<file path="src/pcf_pkg.sv">
package pcf_pkg;

    localparam int FRAC_W        = 10;
    localparam int STEP_W        = 10;
    localparam int IDX_W         = 3;
    localparam int MODE_W        = 2;
    localparam int MODE_COUNT    = 3;
    localparam int CH_W          = 8;
    localparam int LAMP_COUNT    = 3;
    localparam int CFG_IDX_W     = 1;
    localparam int CFG_DATA_W    = 10;
    localparam int IN_TDATA_W    = 8;
    localparam int OUT_TDATA_W   = LAMP_COUNT * 3 * CH_W;
    localparam int FRAC_HALF     = 1 << (FRAC_W - 1);
    localparam int STEP_RESET    = 2;

    localparam logic [MODE_W-1:0] MODE_RAINBOW = 2'd0;
    localparam logic [MODE_W-1:0] MODE_WARM    = 2'd1;
    localparam logic [MODE_W-1:0] MODE_COOL    = 2'd2;

    typedef enum logic [CFG_IDX_W-1:0] {
        CFG_PALETTE_MODE   = 1'b0,
        CFG_STEP_INCREMENT = 1'b1
    } t_cfg_reg;

    typedef struct packed {
        logic [CH_W-1:0] red;
        logic [CH_W-1:0] green;
        logic [CH_W-1:0] blue;
    } t_rgb;

    typedef struct packed {
        t_rgb              lo;
        t_rgb              hi;
        logic [FRAC_W-1:0] frac;
    } t_lamp_src;

    function automatic logic [MODE_W-1:0] active_mode(input logic [MODE_W-1:0] mode);
        return (int'(mode) < MODE_COUNT) ? mode : MODE_RAINBOW;
    endfunction

    function automatic logic [IDX_W:0] palette_len(input logic [MODE_W-1:0] mode);
        return (mode == MODE_RAINBOW) ? 4'd6 : 4'd4;
    endfunction

    // v < 2*n holds for every caller
    function automatic logic [IDX_W-1:0] wrap_idx(input logic [IDX_W:0] v,
                                                  input logic [IDX_W:0] n);
        logic [IDX_W:0] d;
        d = v - n;
        return (v >= n) ? d[IDX_W-1:0] : v[IDX_W-1:0];
    endfunction

    function automatic t_rgb rgb(input logic [CH_W-1:0] r, input logic [CH_W-1:0] g,
                                 input logic [CH_W-1:0] b);
        t_rgb c;
        c.red   = r;
        c.green = g;
        c.blue  = b;
        return c;
    endfunction

    function automatic t_rgb palette_color(input logic [MODE_W-1:0] mode,
                                           input logic [IDX_W-1:0] idx);
        t_rgb c;
        c = rgb(8'd0, 8'd0, 8'd0);
        case (mode)
            MODE_RAINBOW: begin
                case (idx)
                    3'd0:    c = rgb(8'd0,   8'd255, 8'd0);
                    3'd1:    c = rgb(8'd0,   8'd128, 8'd128);
                    3'd2:    c = rgb(8'd0,   8'd0,   8'd255);
                    3'd3:    c = rgb(8'd128, 8'd0,   8'd128);
                    3'd4:    c = rgb(8'd255, 8'd0,   8'd0);
                    3'd5:    c = rgb(8'd128, 8'd128, 8'd0);
                    default: c = rgb(8'd0,   8'd0,   8'd0);
                endcase
            end
            MODE_WARM: begin
                case (idx)
                    3'd0:    c = rgb(8'd255, 8'd0,   8'd0);
                    3'd1:    c = rgb(8'd128, 8'd128, 8'd0);
                    3'd2:    c = rgb(8'd208, 8'd48,  8'd0);
                    3'd3:    c = rgb(8'd138, 8'd118, 8'd0);
                    default: c = rgb(8'd0,   8'd0,   8'd0);
                endcase
            end
            MODE_COOL: begin
                case (idx)
                    3'd0:    c = rgb(8'd0,   8'd0,   8'd255);
                    3'd1:    c = rgb(8'd0,   8'd128, 8'd128);
                    3'd2:    c = rgb(8'd10,  8'd30,  8'd215);
                    3'd3:    c = rgb(8'd0,   8'd148, 8'd108);
                    default: c = rgb(8'd0,   8'd0,   8'd0);
                endcase
            end
            default: c = rgb(8'd0, 8'd0, 8'd0);
        endcase
        return c;
    endfunction

endpackage

</file>
<file path="src/pcf_position.sv">
module pcf_position (
    input  logic                                          i_clk,
    input  logic                                          i_rst_n,
    input  logic                                          i_load,
    input  logic                                          i_advance,
    input  logic [pcf_pkg::MODE_W-1:0]                    i_mode,
    input  logic [pcf_pkg::STEP_W-1:0]                    i_step,
    output pcf_pkg::t_lamp_src [pcf_pkg::LAMP_COUNT-1:0]  o_lamp
);
    import pcf_pkg::*;

    logic [IDX_W-1:0]   r_seg_index;
    logic [FRAC_W-1:0]  r_seg_frac;
    logic [IDX_W-1:0]   n_seg_index;
    logic [FRAC_W-1:0]  n_seg_frac;
    t_lamp_src [LAMP_COUNT-1:0] r_lamp;
    t_lamp_src [LAMP_COUNT-1:0] n_lamp;

    logic [MODE_W-1:0]  mode;
    logic [IDX_W:0]     len;
    logic [IDX_W-1:0]   idx;
    logic [FRAC_W:0]    frac_b;
    logic [FRAC_W:0]    step_sum;
    logic [IDX_W-1:0]   lo_a, lo_b, lo_c;

    always_comb begin
        mode     = active_mode(i_mode);
        len      = palette_len(mode);
        idx      = wrap_idx({1'b0, r_seg_index}, len);
        frac_b   = {1'b0, r_seg_frac} + (FRAC_W + 1)'(FRAC_HALF);
        step_sum = {1'b0, r_seg_frac} + {1'b0, i_step};

        lo_a = idx;
        lo_b = wrap_idx({1'b0, idx} + (IDX_W + 1)'(frac_b[FRAC_W]), len);
        lo_c = wrap_idx({1'b0, idx} + (IDX_W + 1)'(1), len);

        n_lamp[0].lo   = palette_color(mode, lo_a);
        n_lamp[0].hi   = palette_color(mode, wrap_idx({1'b0, lo_a} + (IDX_W + 1)'(1), len));
        n_lamp[0].frac = r_seg_frac;
        n_lamp[1].lo   = palette_color(mode, lo_b);
        n_lamp[1].hi   = palette_color(mode, wrap_idx({1'b0, lo_b} + (IDX_W + 1)'(1), len));
        n_lamp[1].frac = frac_b[FRAC_W-1:0];
        n_lamp[2].lo   = palette_color(mode, lo_c);
        n_lamp[2].hi   = palette_color(mode, wrap_idx({1'b0, lo_c} + (IDX_W + 1)'(1), len));
        n_lamp[2].frac = r_seg_frac;

        n_seg_index = wrap_idx({1'b0, idx} + (IDX_W + 1)'(step_sum[FRAC_W]), len);
        n_seg_frac  = step_sum[FRAC_W-1:0];
    end

    always_ff @(posedge i_clk) begin
        if (!i_rst_n) begin
            r_seg_index <= '0;
            r_seg_frac  <= '0;
        end else if (i_load && i_advance) begin
            r_seg_index <= n_seg_index;
            r_seg_frac  <= n_seg_frac;
        end
    end

    always_ff @(posedge i_clk) begin
        if (i_load) begin
            r_lamp <= n_lamp;
        end
    end

    assign o_lamp = r_lamp;

endmodule

</file>
<file path="src/pcf_mix.sv">
module pcf_mix (
    input  pcf_pkg::t_lamp_src i_src,
    output pcf_pkg::t_rgb      o_color
);
    import pcf_pkg::*;

    localparam int ACC_W = CH_W + FRAC_W + 2;

    logic [2:0][CH_W-1:0]      lo_ch;
    logic [2:0][CH_W-1:0]      hi_ch;
    logic [2:0][CH_W-1:0]      mix_ch;
    logic signed [CH_W:0]      diff [3];
    logic signed [ACC_W-1:0]   prod [3];
    logic signed [ACC_W-1:0]   acc  [3];

    // lo*(1-f) + hi*f == lo + (hi-lo)*f, rounded half up
    always_comb begin
        lo_ch = i_src.lo;
        hi_ch = i_src.hi;
        for (int k = 0; k < 3; k++) begin
            diff[k]   = $signed({1'b0, hi_ch[k]}) - $signed({1'b0, lo_ch[k]});
            prod[k]   = ACC_W'(diff[k]) * ACC_W'($signed({1'b0, i_src.frac}));
            acc[k]    = $signed({2'b00, lo_ch[k], FRAC_W'(0)}) + prod[k]
                        + $signed(ACC_W'(FRAC_HALF));
            mix_ch[k] = acc[k][FRAC_W +: CH_W];
        end
    end

    assign o_color = mix_ch;

endmodule

</file>
<file path="src/palette_color_fader_core.sv">
// Three-lamp palette color fader.
// Slave stream: one transfer per tick, tdata[0] = advance (1: emit then move the
// position by step_increment, 0: emit only). Master stream: one transfer per
// tick carrying lamps A, B and C as 8-bit RGB, lamp A red in the lowest byte.
// Config channel: index 0 = palette_mode, index 1 = step_increment; it is
// always ready and must only be written while no tick is in flight.
// Each result passes through the palette lookup register, then the blend and
// output register. Throughput: one tick per cycle while the receiver keeps up;
// the two stages form a pipeline whose per-cycle limit is the nine 9x10 blend
// multipliers in front of the output.
// Reset: palette_mode 0, step_increment 2, position 0, both stages empty.
// When the receiver stalls, the output holds its transfer, one more tick is
// taken into the lookup stage, and then o_s_axis_tready drops.
module palette_color_fader_core (
    input  logic                               i_clk,
    input  logic                               i_rst_n,
    input  logic                               i_s_axis_tvalid,
    output logic                               o_s_axis_tready,
    input  logic [pcf_pkg::IN_TDATA_W-1:0]     i_s_axis_tdata,  // [0] advance, [7:1] zero
    output logic                               o_m_axis_tvalid,
    input  logic                               i_m_axis_tready,
    // from bit 0 up: lamp_a_red, lamp_a_green, lamp_a_blue, lamp_b_red,
    // lamp_b_green, lamp_b_blue, lamp_c_red, lamp_c_green, lamp_c_blue
    output logic [pcf_pkg::OUT_TDATA_W-1:0]    o_m_axis_tdata,
    input  logic                               i_cfg_valid,
    output logic                               o_cfg_ready,
    input  logic [pcf_pkg::CFG_IDX_W-1:0]      i_cfg_index,
    input  logic [pcf_pkg::CFG_DATA_W-1:0]     i_cfg_data
);
    import pcf_pkg::*;

    logic [MODE_W-1:0]          r_mode;
    logic [STEP_W-1:0]          r_step;
    logic                       r_s1_valid;
    logic                       n_s1_valid;
    logic                       r_out_valid;
    logic                       n_out_valid;
    logic [OUT_TDATA_W-1:0]     r_out_data;
    logic [OUT_TDATA_W-1:0]     n_out_data;

    logic                       in_xfer;
    logic                       out_ready;
    logic                       out_load;
    t_lamp_src [LAMP_COUNT-1:0] lamp_src;
    t_rgb      [LAMP_COUNT-1:0] lamp_color;

    assign out_ready       = !r_out_valid || i_m_axis_tready;
    assign o_s_axis_tready = !r_s1_valid || out_ready;
    assign in_xfer         = i_s_axis_tvalid && o_s_axis_tready;
    assign out_load        = r_s1_valid && out_ready;
    assign o_cfg_ready     = 1'b1;

    pcf_position u_position (
        .i_clk     (i_clk),
        .i_rst_n   (i_rst_n),
        .i_load    (in_xfer),
        .i_advance (i_s_axis_tdata[0]),
        .i_mode    (r_mode),
        .i_step    (r_step),
        .o_lamp    (lamp_src)
    );

    for (genvar g = 0; g < LAMP_COUNT; g++) begin : g_lamp
        pcf_mix u_mix (
            .i_src   (lamp_src[g]),
            .o_color (lamp_color[g])
        );
    end

    always_comb begin
        n_s1_valid  = in_xfer || (r_s1_valid && !out_ready);
        n_out_valid = out_load || (r_out_valid && !i_m_axis_tready);
        for (int k = 0; k < LAMP_COUNT; k++) begin
            n_out_data[k*3*CH_W +: 3*CH_W] =
                {lamp_color[k].blue, lamp_color[k].green, lamp_color[k].red};
        end
    end

    always_ff @(posedge i_clk) begin
        if (!i_rst_n) begin
            r_mode      <= MODE_RAINBOW;
            r_step      <= STEP_W'(STEP_RESET);
            r_s1_valid  <= 1'b0;
            r_out_valid <= 1'b0;
        end else begin
            r_s1_valid  <= n_s1_valid;
            r_out_valid <= n_out_valid;
            if (i_cfg_valid) begin
                case (t_cfg_reg'(i_cfg_index))
                    CFG_PALETTE_MODE:   r_mode <= i_cfg_data[MODE_W-1:0];
                    CFG_STEP_INCREMENT: r_step <= i_cfg_data[STEP_W-1:0];
                    default:            r_mode <= r_mode;
                endcase
            end
        end
    end

    always_ff @(posedge i_clk) begin
        if (out_load) begin
            r_out_data <= n_out_data;
        end
    end

    assign o_m_axis_tvalid = r_out_valid;
    assign o_m_axis_tdata  = r_out_data;

endmodule

</file>
<file path="config.mk">
export PLATFORM = sky130hd
export DESIGN_NAME = palette_color_fader_core
export DESIGN_NICKNAME = d
export VERILOG_FILES = /design/src/pcf_pkg.sv /design/src/pcf_position.sv /design/src/pcf_mix.sv /design/src/palette_color_fader_core.sv
export SDC_FILE = /design/constraint.sdc
export NUM_CORES = 2
export LEC_CHECK = 0
export BUFFER_PORTS_ARGS = -buffer_cell sky130_fd_sc_hd__buf_2
export CORE_ASPECT_RATIO = 0.6
export CORE_MARGIN = 4
export CORE_UTILIZATION = 45
export DETAILED_ROUTE_END_ITERATION = 10
export PLACE_DENSITY = 0.67
export SKIP_LAST_GASP = 1
export SLEW_MARGIN = 40
export SYNTH_ARGS = -nofsm -noshare
export SYNTH_HDL_FRONTEND = slang
export SYNTH_HIERARCHICAL = 1
export SYNTH_SLANG_ARGS = --single-unit
export TNS_END_PERCENT = 100
</file>
<file path="constraint.sdc">
create_clock -name i_clk -period 19.1 [get_ports i_clk]
set_input_delay 0.955 -clock i_clk [delete_from_list [all_inputs] [get_ports i_clk]]
set_output_delay 0.955 -clock i_clk [all_outputs]
set_load 0.01 [all_outputs]
</file>
After elaboration in Yosys (flattened, before gate mapping)
Cells that the tools add are included.
- output and inout bits: 75
- input port bits: 24
- logic and storage cells: 157
- bits in registers: 239
- muxes and demuxes: 28
- bitwise operators: 1
- reduce and logical (&&, ||, !) cells: 21
- equality and inequality tests: 27
- $lt $le $gt $ge: 7
- add/sub/neg operators: 40
- $mul: 9
- operators by type and width (kind ; count):
    24-bit one-hot mux with 6 select lines ; 5
    24-bit one-hot mux with 4 select lines ; 5
    20-bit one-hot mux with 4 select lines ; 5
    24-bit one-hot mux with 3 select lines ; 5
    18-bit by 11-bit adder with 18-bit output (second input constant) ; 9
    18-bit adder ; 9
    9-bit by 11-bit multiplier with 18-bit output ; 9
    8-bit by 8-bit subtractor with 9-bit output ; 9
    3-bit by 2-bit == test with 1-bit output (second input constant) ; 10
    3-bit == test (second input constant) ; 10
    4-bit by 3-bit >= comparator with 1-bit output ; 5
    3-bit 2-to-1 mux ; 6
    3-bit subtractor ; 6
    3-bit by 1-bit == test with 1-bit output (second input constant) ; 5
    3-bit logical NOT ; 5
    3-bit by 1-bit adder with 4-bit output (second input constant) ; 3
    10-bit by 10-bit adder with 11-bit output ; 1
    10-bit by 10-bit adder with 11-bit output (second input constant) ; 1
    3-bit by 1-bit adder with 4-bit output ; 2
    1-bit logical AND ; 5
    3-bit by 4-bit >= comparator with 1-bit output ; 1
    1-bit logical NOT ; 4
    1-bit logical OR ; 4
    2-bit 2-to-1 mux ; 2
    other kinds (6) ; 7

Depth between registers and ports, before layout
- word-level depth: 15
- gate-level depth with buffers: 26
- depth with buffers taken out: 25

Hierarchy
The synthesis kept the hierarchy.
- modules (own cells, without submodules) (module ; instances ; area an instance (sq um) ; sequential area each (sq um) ; cells each):
    pcf_mix (g_lamp[1].u_mix) ; 1 ; 10367.4 ; 0.0 ; 1213
    pcf_mix (g_lamp[0].u_mix) ; 1 ; 10254.8 ; 0.0 ; 1210
    pcf_mix (g_lamp[2].u_mix) ; 1 ; 10208.5 ; 0.0 ; 1201
    pcf_position ; 1 ; 6532.5 ; 2992.9 ; 678
    palette_color_fader_core ; 1 ; 2737.6 ; 2442.3 ; 137

Worst setup path before layout
Ideal clock, no wire load.
- path kind: input-to-reg
- from: input i_m_axis_tready
- to: register u_position.r_seg_frac[7]
- path slack: 11.811 ns
- stages: 5
- data required time: 18.980 ns
- arrival time: 7.169 ns
- buffers on the path: 0
- setup time: 0.120 ns
- cell sequence: nor2b_1 > a21oi_1 > nand2_1 > and3_1 > a211o_1
- word-level cells in the longest chain between the ends: 4
- RTL lines (what ; line ; source):
    start: declaration ; palette_color_fader_core.sv:21 ; input logic i_m_axis_tready,
    1-bit logical OR ; palette_color_fader_core.sv:47 ; assign out_ready = !r_out_valid || i_m_axis_tready;
    1-bit logical OR ; palette_color_fader_core.sv:48 ; assign o_s_axis_tready = !r_s1_valid || out_ready;
    1-bit logical AND ; palette_color_fader_core.sv:49 ; assign in_xfer = i_s_axis_tvalid && o_s_axis_tready;
    via in_xfer ; palette_color_fader_core.sv:41 ; logic in_xfer;
    1-bit logical AND ; pcf_position.sv:55 ; end else if (i_load && i_advance) begin
    end signal: assignment ; pcf_position.sv:57 ; r_seg_frac <= n_seg_frac;
    end: declaration ; pcf_position.sv:13 ; logic [FRAC_W-1:0] r_seg_frac;
The timed path passes the listed nets, and every way through them passes these cells.
A chain may end at the register's enable or synchronous reset.

==> impl_results.md <==
- Post-synth top area share: roughly 29%
- Drt total wl: around 95,000 um
- GR Util met3: 4.26%
- Netlist cell types: about 110
- All-layer global routing usage: around a fifth
- Via density: 5.18
- Most used routing layer in global routing: met1
- Tightest Hold Check Type: reg -> reg
- Setup TNS: 0 ns
- Iter 0 DRT Violations: around 2,100
- FF+latch count, synth: between 150 and 200
- Final core occ: between 40 and 50%
- Reg2reg start: u_position/o_lamp[171]
- Crit-path cells: inv_1, ha_1, o21ai_1, a21boi_1, o21a_1, o41ai_2, buf_4, mux2_2, fa_1, fa_1, inv_1, fa_1, fa_1, inv_1, fa_1, inv_1, ha_1, nand4b_1, or4_4, a31o_4, a21oi_4, a41oi_1, xnor2_1
- # DRC: 0
- Pre-Repair DR Iteration Count: 7
- Vias in the first global route: slightly below 30,000
- Placement Cell Area: 41,200 sq um
- Clock Pin Slew Worst Setup and Hold Paths: 0.09 ns
- Xor-xnor portion of the synthesized cell area: ~3.2%
- Final setup fails: 0
- Synth Area in Compound Gates: around 7.3%
- Slew HR: between 40% and 50%
- Largest net degree at the start of global routing: around 90
- Adder and majority gate portion of the synthesized area: 42.5%
- Worst skew pair latency: 0.52 ns
- Top cell type by total area after synthesis: fa_1
- Maxcap violations: 0
- Fmax: 137 MHz
- Die area: 94,100 sq um
- Nets: about 5,400
- CP arrival: roughly 7.5 ns
- Share of layout cells above drive strength 1: 6.94%
- Rows: 84
- RSZ-0062 raised after global routing: false
- M1 GR Usage: between 30% and 40%
- Slew @ Worst Pin: about 0.85 ns
- Synth Area in Simple Gates: roughly a fifth
- Delay of the slowest cell on the worst path: ~0.76 ns
- Crit-path slowest cell: edfxtp_1
- Post-route ant nets: 0
- Synthesized netlist net count: about 5,500
- Worst hold start: r_step[4]
- IO Pins: 99
- DR vias: 28,536
- Die height: between 200 and 250 um
- Clock period minus worst slack: 7.29 ns
- Worst EP required: ~19 ns
- Crit. Startpoint: u_position/o_lamp[171]
- Buf/Inv on CP: 5
- Crit Path Class: reg -> reg
- Synthesized area per cell: between 9 and 10 sq um
- Fillers: approximately 8,300
- Number of I/O port buffers: 90
- Area delta synth->final: 4.44%
- CP max FO: 10
- Die Width: 393 um
- Sequential fraction of the synthesis area: between 10 and 15%
- Routed len/inst: 17.2 um
- Final hold violations: 0
- Initial antenna violation count: 2
- Initial Utilization: a little under half
- DP Wirelength: 72,000 um
- Status: finished clean
- TritonCTS Buffers: 17
- CTS max path bufs: 2
- Setup Fix Bufs, Post-CTS: 0
- Met2 Use GR: a little under a third
- Post-Syn Instances: ~4,400
- Netlist Area Pre-Place: between 40,000 and 50,000 sq um
- Worst Setup End Kind: register
- CTS Hold Buffers Added: 0
- CP top delay family: adder cells
- Clock Sinks: 190
- CP most frequent cell: fa_1
- Period utilisation layout: between 30% and 40%
- CTS tree: done
- Asr flop ratio synth: 0%
- Pins Over Slew Limit: 0
- Final non-filler cell area: about 42,000 sq um
- CTS Root Cell: clkbuf_16
- Synth area leaders: fa_1, ha_1, edfxtp_1
- Diodes inserted: 0
- Total congestion overflow: 0
- Mux cell area share after synthesis: under 10%
- Yosys warns: 6
- Core area: around 88,000 sq um
- CP Launch Type: register
- Final worst clock skew: between 0.02 and 0.03 ns
- # resized after CTS: 0
- CTS H-tree depth: 4
- Global-route wire length before repair: ~160,000 um
- Number of synthesized flops with an enable pin: ~160
- Largest family of logic cells by synthesized area: adder cells
- GP Congestion: roughly 0.84
- Dominant synthesized flop cell: edfxtp_1
-- synthesized netlist by cell type, drive strengths merged, types with 28 or more instances --
library cell / number
a21o: 41
nand2b: 245
fa: 577
nand2: 335
nor3: 42
clkbuf: 155
mux2: 33
or2: 38
buf: 109
a21oi: 91
nand3: 42
edfxtp: 163
xnor2: 118
and2: 272
o21a: 46
nor3b: 86
nor2b: 46
a21boi: 28
ha: 438
o21ai: 87
mux2i: 66
inv: 923
nor2: 173
-- worst min-delay path, delay by kind of cell (launching register included) --
family          cells  cell delay (ns)
compound gates      1             0.05
simple gates        1             0.06
flops               1             0.33
-- sequential cells by signal, summed over array words and instances, names as in the netlist --
register                count
o_m_axis_tdata             72
r_mode                      2
u_position/r_seg_frac      10
u_position/o_lamp          91
r_s1_valid                  1
r_step                     10
u_position/r_seg_index      3
o_m_axis_tvalid             1
-- final timing paths --
check,end,slack (ns),cells after the start
hold / removal,r_step[4],0.47,2
hold reg to reg,r_step[4],0.47,2
setup reg to reg,o_m_axis_tdata[55],11.81,23
setup / recovery,o_m_axis_tdata[55],11.81,23
-- placed cells by master, fill, tap and decap left out, types with 10 or more instances in the layout --
cell type | Yosys | layout
a31oi_1 | 17 | 17
nand3_1 | 40 | 40
o21ai_0 | 66 | 66
nand2b_1 | 245 | 245
xor2_1 | 26 | 25
dfxtp_1 | 27 | 27
xnor2_2 | 0 | 12
a21boi_1 | 12 | 12
o21a_1 | 46 | 46
and3_1 | 12 | 12
edfxtp_1 | 163 | 163
o2111ai_1 | 10 | 10
nand4_1 | 16 | 16
nor2_1 | 172 | 171
mux2_1 | 11 | 11
buf_2 | 15 | 90
buf_4 | 90 | 46
and2_1 | 272 | 272
clkbuf_16 | 0 | 17
fa_1 | 577 | 577
nor3b_1 | 85 | 85
or3_1 | 10 | 10
a21oi_1 | 88 | 86
a21o_1 | 41 | 41
a21boi_0 | 14 | 14
ha_1 | 438 | 438
o21ai_1 | 21 | 21
xnor2_1 | 118 | 106
nor2b_1 | 45 | 44
mux2_2 | 22 | 22
nand2_1 | 333 | 333
mux2i_1 | 66 | 66
inv_1 | 921 | 921
or2_2 | 37 | 37
nor3_1 | 36 | 36
-- cell families (layout without fill, tap and decap cells) --
family / count (synthesis) / after routing
adder cells (fa/ha/maj): 1015 / 1015
XOR/XNOR: 145 / 145
flip-flops: 190 / 190
buffers and inverters: 1189 / 1101
AO/OA/AOI/OAI: 425 / 425
AND/OR/NAND/NOR: 1375 / 1375
other: 1 / 1
multiplexers: 99 / 99
-- area by class of cell --
cell class / instances / area, sq um / share of cell area [%]
tap: 1161 / 1450 / 3.47
inverter: 925 / 3470 / 8.29
multi-input combinational: 3060 / 30000 / 71.7
sequential: 190 / 5440 / 13.0
clock inverter: 14 / 149 / 0.356
timing repair buffer: 144 / 903 / 2.16
clock buffer: 18 / 439 / 1.05
-- metrics by stage --
stage | setup slack (ns) | hold slack [ns] | instances
after detailed placement | 11.83 | 0.451 | 5479
final | 11.81 | 0.468 | 5512
after global routing | 11.44 | 0.486 | 5512
after CTS | 11.81 | 0.466 | 5511
after floorplan | 11.81 | 0.426 | 4439
after global placement | 11.83 | 0.448 | 5478
-- metal layers --
| layer | wire length [um] | up-vias |
|---|---|---|
| met3 | 6840 | 56 |
| met1 | 48100 | 14098 |
| met5 | 13 | - |
| met2 | 38800 | 756 |
| li1 | - | 13624 |
| met4 | 954 | 2 |
Power is not shown: default switching activity piles up to over one toggle a cycle in this logic, so the estimate is an artifact.
